`config.mk`:
```
export PLATFORM = sky130hd
export DESIGN_NAME = swpr_cfg
export DESIGN_NICKNAME = d
export VERILOG_FILES = /design/src/design/swpr_pkg.sv /design/src/design/swpr_cfg.sv
export SDC_FILE = /design/constraint.sdc
export NUM_CORES = 1
export LEC_CHECK = 0
export BUFFER_PORTS_ARGS = -buffer_cell sky130_fd_sc_hd__clkbuf_2
export CAP_MARGIN = 5
export CORE_UTILIZATION = 46
export CTS_CLUSTER_DIAMETER = 50
export CTS_CLUSTER_SIZE = 12
export DETAILED_ROUTE_END_ITERATION = 8
export PLACE_DENSITY = 0.89
export SLEW_MARGIN = 15
export SYNTH_ARGS = -nofsm -noshare
export SYNTH_HDL_FRONTEND = slang
export SYNTH_SLANG_ARGS = --single-unit
```
`constraint.sdc`:
```
create_clock -name clk -period 2.1 [get_ports clk]
set_input_delay 0.105 -clock clk [delete_from_list [all_inputs] [get_ports clk]]
set_output_delay 0.105 -clock clk [all_outputs]
set_load 0.01 [all_outputs]
```
`src/design/swpr_pkg.sv`:
```
// Shared types and constants for the sliding window peak rate block.
`default_nettype none

package swpr_pkg;

  localparam int TIME_W   = 32;
  localparam int COUNT_W  = 11;
  localparam int PERIOD_W = 31;

  localparam int CFG_ADDR_W = 3;
  localparam int CFG_DATA_W = 32;

  // Word index of each register, taken from paddr[2]
  localparam logic REG_WINDOW_SECONDS = 1'b0;

  localparam logic [PERIOD_W-1:0] WINDOW_SECONDS_RST = PERIOD_W'(1);

  typedef enum logic [1:0] {
    S_IDLE = 2'b01,
    S_CHK  = 2'b10
  } swpr_state_t;

endpackage

`default_nettype wire

```
`src/design/swpr_cfg.sv`:
```
// APB-style register file holding the window length.
`default_nettype none

module swpr_cfg (
  input  wire logic                             clk,
  input  wire logic                             rst_n,
  input  wire logic                             psel,
  input  wire logic                             penable,
  input  wire logic                             pwrite,
  input  wire logic [swpr_pkg::CFG_ADDR_W-1:0]  paddr,
  input  wire logic [swpr_pkg::CFG_DATA_W-1:0]  pwdata,
  output      logic [swpr_pkg::CFG_DATA_W-1:0]  prdata,
  output      logic                             pready,
  output      logic [swpr_pkg::PERIOD_W-1:0]    period
);
  import swpr_pkg::*;

  logic [PERIOD_W-1:0] window_seconds_r;
  logic [PERIOD_W-1:0] window_seconds_nxt;
  logic                wr_en;

  assign pready = 1'b1;
  assign wr_en  = psel & penable & pwrite & (paddr[2] == REG_WINDOW_SECONDS);

  always_comb begin
    window_seconds_nxt = window_seconds_r;
    if (wr_en) begin
      window_seconds_nxt = pwdata[PERIOD_W-1:0];
    end
  end

  always_ff @(posedge clk) begin
    if (!rst_n) begin
      window_seconds_r <= WINDOW_SECONDS_RST;
    end else begin
      window_seconds_r <= window_seconds_nxt;
    end
  end

  always_comb begin
    prdata = '0;
    if (paddr[2] == REG_WINDOW_SECONDS) begin
      prdata = {{(CFG_DATA_W-PERIOD_W){1'b0}}, window_seconds_r};
    end
  end

  // A zero period behaves as one second
  assign period = (window_seconds_r == '0) ? PERIOD_W'(1) : window_seconds_r;

endmodule

`default_nettype wire

```
==> metrics.yaml, run 1 <==
critPathBufInv: 1
num_vias: 1546
path_class: "flop to output port"
hold_depth: 3
hpwl_um: 2790
hold_violations: 0
cts_tree: "yes"
die_y_um: 63.1
place_ws_ns: 0.819
synthCells: 215
critical_path.reg2reg.startpoint: "window_seconds_r[23]$_SDFFE_PN0P_"
fillers: 328
status: "finished, final reports clean"
fin_skew_ns: 0
fin_cells: 323
cp_max_fo: 4
drc_errors: 0
track_usage_pct: 20.0
grt_start_max_net_pins: 32
cp-start-kind: "flop"
tns_ns: 0
max_freq_mhz: 648
p_per_area_nw_per_um2: 548
slew_viol_final: 0
path_cells: "nor4_1 -> nand4_1 -> o21bai_1 -> clkbuf_2"
synth.distinct_cells: 20
drt_first_iter_violations: 66
first_global_vias: 1440
hold_path_end: "window_seconds_r[24]$_SDFFE_PN0P_"
min_from: "pwdata[24]"
ant_nets: 0
core_sq_um: 3440
clk_pin_slew_ns: 0.06
pin_count: 104
wl_um: 3820
cts_max_level: 2
viasPerCell: 4.79
grt_overflow: 0
num-nets-final: 318
worstSetupEndpointType: "output port"
arrival_ns: 1.44
grt_pass1_wl_um: 6250
cts_setup_buffers: 0
ff_latch_area_sq_um: 621
setup_ws_ns: 0.557
post_drt_wl_per_cell_um: 11.8
ctsResizeCount: 0
reg2regPathDepth: 2
cts_hold_buf: 0
diodes: 0
drive_gt1_share_pct: 50.9
rsz0062_at_grt: "false"
synth_fp_nets: 255
place_congestion: 0.741
hold_class: "primary input to flop"
cts_root_buffer: "clkbuf_8"
ir_drop_mv: 0.399
port-buffer-count: 98
placementRows: 21
synth_seq_cells: 31
largest_reg_flops: 31
cts_buffers: 5
die_area_sq_um: 3980
die_x_um: 63.1
crit_required_ns: 2.00
period_needed_ns: 1.54
ff2ff_setup_slack_ns: 1.41
clkSinkCount: 31
max_stage_delay_ns: 0.37
setup_violations: 0
start_util_pct: 49.8
area_growth_pct: 24.7
top_regs: "window_seconds_r: 31 flops"
synth_area_sq_um: 1720
first_pass_iters: 4
syn_avg_cell_area_sq_um: 7.98
ys_warn_count: 0
multiInputGateArea_sq_um: 876
clockBufferDepth: 2
drv_cap: 0
antenna_found_initial: 0
leakage_nw: 0.966
reg2reg_to: "window_seconds_r[23]$_SDFFE_PN0P_"
clock_latency_ns: 0.27
period_share_pct: 73.5
yosysSeqAreaShare_pct: 36.2
regMostFlops: "window_seconds_r"
cp_slowest_cell: "nor4_1"
cp_top_family: "simple AND/OR/NAND/NOR gates"
dp.cells: 317
==> cell usage after synthesis <==
library cell	count	area, sq um
and4b_1	1	10.0
nand4b_1	1	8.76
buf_2	3	15.0
o21bai_1	1	7.51
nor2b_1	30	188
a21boi_0	1	7.51
buf_6	3	33.8
nand2_1	57	214
buf_12	1	20.0
and2b_2	1	8.76
dfxtp_1	31	621
nand3_1	1	5.00
a21boi_2	29	327
nand2_2	5	31.3
conb_1	2	7.51
nand4_1	2	12.5
nor4_1	7	43.8
buf_4	2	15.0
clkbuf_1	36	135
nor3_1	1	5.00
==> final cells by class <==
cell class | instances | share of cell area [%]
flip-flops and latches | 31 | 29.0
well taps | 46 | 2.69
multi-input cells | 139 | 40.9
clock buffers | 6 | 3.39
repair buffers | 101 | 24.0
==> cell usage in the layout, fill, tap and decap left out, types with 2 or more instances in the layout <==
cell / Yosys / final
buf_4: 2 / 3
nor2b_1: 30 / 30
clkbuf_2: 0 / 98
dfxtp_1: 31 / 31
clkbuf_8: 0 / 5
nor4_1: 7 / 7
conb_1: 2 / 2
nand2_2: 5 / 5
a21boi_2: 29 / 29
nand2_1: 57 / 57
nand4_1: 2 / 2
==> layer usage <==
| metal | share of wire [%] | vias up | global-route usage [%] |
|---|---|---|---|
| met2 | 53 | 53 | 36.2 |
| met3 | 5.1 | 5 | 4.53 |
| met5 | 0 | - | 0 |
| met4 | 1.3 | 0 | 9.01 |
| li1 | - | 782 | - |
| met1 | 41 | 706 | 21.9 |
==> where the power goes <==
group	total, mW	leakage (nW)	internal, mW	switching [mW]
sequential	0.613	0.251	0.601	0.0119
combinational	0.148	0.678	0.0732	0.0744
clock	0.411	0.0371	0.220	0.191
==> per-stage QoR <==
stage | hold slack, ns | total power [mW] | util, % | cell area, sq um
after floorplan | 0.229 | 0.719 | - | 1720
after global placement | 0.321 | 0.772 | 60.1 | 2070
after detailed placement | 0.330 | 0.775 | 60.1 | 2070
after CTS | 0.0382 | 1.19 | 62.2 | 2140
after global routing | 0.0413 | 1.23 | 62.2 | 2140
final | 0.0467 | 1.17 | 62.2 | 2140
==> worst min-delay path: cells and delay by family <==
family          cells  cell delay (ns)
buf+inv             1             0.09
simple gates        1             0.05
compound gates      1             0.04
==> kinds of logic (layout without fill, tap and decap cells) <==
family / Yosys count / after routing / share of synthesized area (%)
AND/OR/NAND/NOR: 106 / 106 / 30.7
other: 2 / 2 / 0.438
buffers and inverters: 45 / 107 / 12.8
AO/OA/AOI/OAI: 31 / 31 / 19.9
flip-flops: 31 / 31 / 36.2
==> how the worst max path moves through the flow <==
stage / from / to / slack, ns / cells after the start
global placement: window_seconds_r[15]$_SDFFE_PN0P_ / period[0] / 0.83 / 4
finish: window_seconds_r[15]$_SDFFE_PN0P_ / period[0] / 0.56 / 4
floorplan: window_seconds_r[29]$_SDFFE_PN0P_ / period[0] / 1.09 / 3
global route: window_seconds_r[15]$_SDFFE_PN0P_ / period[0] / 0.45 / 4
detailed placement: window_seconds_r[15]$_SDFFE_PN0P_ / period[0] / 0.82 / 4
CTS: window_seconds_r[15]$_SDFFE_PN0P_ / period[0] / 0.52 / 4
Power figures use the tool's default switching activity.
==> run 2: changes to the inputs <==
CORE_UTILIZATION = 43   (was 46)
PLACE_DENSITY = 0.84   (was 0.89)
clock period = 1.5 ns   (was 2.1 ns; I/O delays follow)
==> run 2 against run 1 <==
Clock skew stayed put. Die area is 6.8% higher. Count of clock-buffer cells in the layout stayed put. Critical path type unchanged. Critical endpoint unchanged. Largest cell class unchanged. Largest power group unchanged. Highest routed layer unchanged.
==> metrics.yaml, run 2 (synthesis gave the netlist of run 1 again) <==
setup_violations: 0  # unchanged
period_needed_ns: 1.42
cp-start-kind: "flop"  # unchanged
leakage_nw: 0.981  # was 0.966 nW
cp-endpoint: "period[0]"  # unchanged
clk_pin_slew_ns: 0.06  # about the same
die_y_um: 65.2  # was 63.1 um
path_class: "flop to output port"  # unchanged
setup_ws_ns: 0.0804  # was 0.557 ns
critical_path.reg2reg.startpoint: "window_seconds_r[20]$_SDFFE_PN0P_"  # was window_seconds_r[23]$_SDFFE_PN0P_
hold_violations: 0  # unchanged
wl_met1_um: 1670  # was 1560 um
reg2regPathDepth: 2  # unchanged
slew_viol_final: 0  # unchanged
drive_gt1_share_pct: 53.8  # was 50.9%
post_drt_wl_per_cell_um: 11.7  # was 11.8 um
antenna_found_initial: 0  # unchanged
regMostFlops: "window_seconds_r"  # unchanged
status: "finished, final reports clean"  # unchanged
placementRows: 22  # was 21
power_mw: 1.65  # was 1.17 mW
grt_overflow: 0  # unchanged
cts_hold_buf: 0  # unchanged
wl_um: 3800  # was 3820 um
drc_errors: 0  # unchanged
cts_max_level: 2  # unchanged
die_x_um: 65.2  # was 63.1 um
rsz0062_at_grt: "true"  # was false
cts_root_buffer: "clkbuf_8"  # unchanged
place_congestion: 0.707  # was 0.741
arrival_ns: 1.34  # was 1.44 ns
holdWs_ns: 0.0173  # was 0.0467 ns
die_area_sq_um: 4250  # was 3980 sq um
start_util_pct: 45.8  # was 49.8%
drt_first_iter_violations: 41  # was 66
cp-startpoint: "window_seconds_r[21]$_SDFFE_PN0P_"  # was window_seconds_r[15]$_SDFFE_PN0P_
drv_cap: 0  # unchanged
ff2ff_setup_slack_ns: 0.79  # was 1.41 ns
core_sq_um: 3740  # was 3440 sq um
pin_count: 104  # unchanged
largest_reg_flops: 31  # unchanged
first_global_vias: 1325  # was 1,440
final_cell_mix: "clkbuf_2 (97), nand2_1 (57), nor2b_1 (30)"  # was clkbuf_2 (98), nand2_1 (57), dfxtp_1 (31)
hold_class: "primary input to flop"  # unchanged
first_pass_iters: 4  # unchanged
clockBufferDepth: 2  # unchanged
tns_ns: 0  # unchanged
max_freq_mhz: 704
cts_tree: "yes"  # unchanged
cp_max_fo: 4  # unchanged
hpwl_um: 2690  # was 2790 um
reg2reg_to: "window_seconds_r[20]$_SDFFE_PN0P_"  # was window_seconds_r[23]$_SDFFE_PN0P_
met2_length_um: 1830  # was 2010 um
grt_pass1_wl_um: 5890  # was 6250 um
track_usage_pct: 18.2  # was 20.0%
cts_setup_buffers: 0  # unchanged
viasPerCell: 4.78  # was 4.79
num-nets-final: 318  # unchanged
clock_latency_ns: 0.27  # about the same
worstSetupEndpointType: "output port"  # unchanged
crit_required_ns: 1.42  # was 2.00 ns
top_layer: "met4"  # unchanged
final_util_pct: 58.7  # was 62.2%
period_share_pct: 94.6
ant_nets: 0  # unchanged
cts_buffers: 5  # unchanged
clkSinkCount: 31  # unchanged
area_growth_pct: 28.2  # was 24.7%
fin_skew_ns: 0  # unchanged
diodes: 0  # unchanged
final_common_cell: "clkbuf_2"  # unchanged
top_regs: "window_seconds_r: 31 flops"  # unchanged
wl_met3_um: 253  # was 196 um
grt_start_max_net_pins: 32  # unchanged
p_per_area_nw_per_um2: 749  # was 548 nW/um^2
ir_drop_mv: 0.492  # was 0.399 mV
num_vias: 1555  # was 1,546
port-buffer-count: 98  # unchanged
place_ws_ns: 0.235  # was 0.819 ns
## run 2: timing repair
item | in CTS | in global routing
gates resized for setup | 1 | 9
pin swaps | 0 | 4
endpoints found under the hold margin | 0 | 0
setup endpoints to repair | 1 | 1
## run 2: area by class of cell
type                       count  area (sq um)
clock buffer                   6          72.6
fill                         347          1550
multi-input combinational    139           916
sequential                    31           624
tap                           48          60.1
timing repair buffer         101           526
## run 2: critical path: stages, from the launching register on
cell and delay [ns]:
dfxtp_2 0.34, nor4_4 0.29, nand4_1 0.15, o21bai_1 0.15, buf_2 0.14
## run 2: worst min-delay path by stage
| stage | endpoint | depth (start not counted) | from |
|---|---|---|---|
| 5_1_grt | window_seconds_r[26]$_SDFFE_PN0P_ | 3 | pwdata[26] |
| 3_5_place_dp | window_seconds_r[0]$_SDFFE_PN1P_ | 3 | pwdata[0] |
| 6_report | window_seconds_r[26]$_SDFFE_PN0P_ | 3 | pwdata[26] |
| 3_3_place_gp | window_seconds_r[0]$_SDFFE_PN1P_ | 3 | pwdata[0] |
| 4_1_cts | window_seconds_r[26]$_SDFFE_PN0P_ | 3 | pwdata[26] |
| 2_1_floorplan | window_seconds_r[0]$_SDFFE_PN1P_ | 2 | pwdata[0] |
## run 2: per-layer routing
metal / vias to the layer above / global-route usage (%)
met5: - / 0
met2: 63 / 31.2
li1: 778 / -
met4: 0 / 5.71
met1: 709 / 21.1
met3: 5 / 6.08
## run 2: power breakdown
| part | internal [mW] | switching [mW] | leakage (nW) |
|---|---|---|---|
| logic | 0.109 | 0.104 | 0.692 |
| clock network | 0.308 | 0.265 | 0.0371 |
| registers | 0.842 | 0.0197 | 0.252 |
| total | 1.26 | 0.388 | 0.981 |
## run 2: stage by stage
step | instances | area (sq um)
floorplan | 215 | 1720
global placement | 319 | 2080
detailed placement | 319 | 2080
CTS | 325 | 2160
global route | 325 | 2200
finish | 325 | 2200
==> run 3: changes to the inputs <==
PLACE_DENSITY = unset   (was 0.84)
PLACE_DENSITY_LB_ADDON = 0.08   (was unset)
clock period = 1.6 ns   (was 1.5 ns; I/O delays follow)
==> run 3 against run 2 <==
Utilization down 1.2 points. Clock skew unchanged. Hold slack gained 0.00061 ns. Setup slack better by 0.045 ns. Highest routed layer unchanged. Sequential power is 6.5% lower. Wire length rose by 0.66%. Die area stayed put. Power is 6.4% lower. Via count fell by 2.6%.
==> metrics.yaml, run 3 (synthesis gave the netlist of run 1 again) <==
place_congestion: 0.697  # was 0.707
top_regs: "window_seconds_r: 31 flops"  # unchanged
hold_depth: 3  # unchanged
track_usage_pct: 18.3  # was 18.2%
cts_root_buffer: "clkbuf_8"  # unchanged
first_global_vias: 1253  # was 1,325
start_util_pct: 45.8  # unchanged
min_from: "pwdata[26]"  # unchanged
die_area_sq_um: 4250  # unchanged
max_freq_mhz: 678
cts_buffers: 5  # unchanged
drt_first_iter_violations: 67  # was 41
reg2reg_to: "window_seconds_r[5]$_SDFFE_PN0P_"  # was window_seconds_r[20]$_SDFFE_PN0P_
crit_required_ns: 1.52  # was 1.42 ns
regMostFlops: "window_seconds_r"  # unchanged
p_seq_share_pct: 52.2  # was 52.3%
path_cells: "nor4_1 -> nand4_1 -> o21bai_1 -> clkbuf_2"  # was nor4_4 -> nand4_1 -> o21bai_1 -> buf_2
hpwl_um: 2630  # was 2690 um
period_needed_ns: 1.47
final_util_pct: 57.6  # was 58.7%
reg2regPathDepth: 2  # unchanged
arrival_ns: 1.39  # was 1.34 ns
cp_slowest_cell: "nor4_1"  # was dfxtp_2
clock_latency_ns: 0.27  # about the same
power_mw: 1.54  # was 1.65 mW
fillers: 386  # was 347
first_pass_iters: 4  # unchanged
fin_skew_ns: 0  # unchanged
clkSinkCount: 31  # unchanged
drive_gt1_share_pct: 51.6  # was 53.8%
pin_count: 104  # unchanged
clockBufferDepth: 2  # unchanged
antenna_found_initial: 0  # unchanged
multiInputGateArea_sq_um: 888  # was 916 sq um
placed_area_sq_um: 2070  # was 2080 sq um
critical_path.reg2reg.startpoint: "window_seconds_r[5]$_SDFFE_PN0P_"  # was window_seconds_r[20]$_SDFFE_PN0P_
num_vias: 1515  # was 1,555
hold_class: "primary input to flop"  # unchanged
final_common_cell: "clkbuf_2"  # unchanged
clk_pin_slew_ns: 0.06  # about the same
placementRows: 22  # unchanged
period_share_pct: 92.2
wl_um: 3820  # was 3800 um
post_drt_wl_per_cell_um: 11.8  # was 11.7 um
core_sq_um: 3740  # unchanged
grt_pass1_wl_um: 5890  # unchanged
cts_max_level: 2  # unchanged
path_class: "flop to output port"  # unchanged
slew_viol_final: 0  # unchanged
place_ws_ns: 0.369  # was 0.235 ns
rsz0062_at_grt: "false"  # was true
worstSetupEndpointType: "output port"  # unchanged
grt_start_max_net_pins: 32  # unchanged
p_per_area_nw_per_um2: 716  # was 749 nW/um^2
die_x_um: 65.2  # unchanged
cts_setup_buffers: 0  # unchanged
diodes: 0  # unchanged
status: "finished, final reports clean"  # unchanged
die_y_um: 65.2  # unchanged
hold_path_end: "window_seconds_r[26]$_SDFFE_PN0P_"  # unchanged
setup_ws_ns: 0.125  # was 0.0804 ns
num-nets-final: 318  # unchanged
ir_drop_mv: 0.398  # was 0.492 mV
leakage_nw: 0.969  # was 0.981 nW
final_cell_mix: "clkbuf_2 (98), nand2_1 (57), dfxtp_1 (31)"  # was clkbuf_2 (97), nand2_1 (57), nor2b_1 (30)
tns_ns: 0  # unchanged
setup_violations: 0  # unchanged
ctsResizeCount: 0  # was 1
cts_tree: "yes"  # unchanged
port-buffer-count: 98  # unchanged
viasPerCell: 4.66  # was 4.78
hold_violations: 0  # unchanged
clkPwrFrac_pct: 35.2  # was 34.8%
combPwrFrac_pct: 12.5  # was 12.9%
drv_cap: 0  # unchanged
max_stage_delay_ns: 0.37  # was 0.34 ns
final_cell_area_sq_um: 2150  # was 2200 sq um
swShare_pct: 23.8  # was 23.5%
cp_max_fo: 4  # unchanged
p_int_mw: 1.18  # was 1.26 mW
largest_reg_flops: 31  # unchanged
area_growth_pct: 25.6  # was 28.2%
p_sw_mw: 0.367  # was 0.388 mW
ff2ff_setup_slack_ns: 0.92  # was 0.79 ns
grt_overflow: 0  # unchanged
drc_errors: 0  # unchanged
cts_hold_buf: 0  # unchanged
ant_nets: 0  # unchanged
ff_latch_area_sq_um: 621  # was 624 sq um
cp-start-kind: "flop"  # unchanged
==> run 3: area by class of cell <==
cell class                 count  area share (%)
tap                           48            2.79
clock buffer                   6            3.37
timing repair buffer         101            23.8
sequential                    31            28.8
multi-input combinational    139            41.2
==> run 3: worst max-delay path: cells and delay by family, from the launching register on <==
family | cells | cell delay, ns
buf+inv | 1 | 0.15
compound gates | 1 | 0.14
simple gates | 2 | 0.50
flops | 1 | 0.33
==> run 3: worst max path at each step <==
stage | startpoint | end | slack, ns | depth (start not counted)
after floorplan | window_seconds_r[29]$_SDFFE_PN0P_ | period[0] | 0.62 | 3
after global placement | window_seconds_r[25]$_SDFFE_PN0P_ | period[0] | 0.36 | 4
after detailed placement | window_seconds_r[25]$_SDFFE_PN0P_ | period[0] | 0.37 | 4
after CTS | window_seconds_r[25]$_SDFFE_PN0P_ | period[0] | 0.06 | 4
after global routing | window_seconds_r[29]$_SDFFE_PN0P_ | period[0] | 0.02 | 4
final | window_seconds_r[15]$_SDFFE_PN0P_ | period[0] | 0.13 | 4
==> run 3: routing by layer <==
metal	up-vias	track usage (%)	part of all wire [%]
li1	783	-	-
met1	666	22.6	45
met2	60	30.2	47
met3	6	4.86	6.3
met4	0	7.34	1.2
met5	-	0	0
==> run 3: metrics by stage <==
step | hold slack [ns] | cells
3_3_place_gp | 0.300 | 319
4_1_cts | 0.0104 | 325
3_5_place_dp | 0.296 | 319
2_1_floorplan | 0.204 | 215
5_1_grt | 0.0142 | 325
6_report | 0.0179 | 325
==> run 3: power groups by stage <==
stage	logic [mW]	clock network, mW	registers (mW)
after floorplan	0.126	0	0.817
after global placement	0.194	0	0.821
after detailed placement	0.195	0	0.822
after CTS	0.196	0.567	0.805
after global routing	0.213	0.606	0.808
final	0.193	0.543	0.806
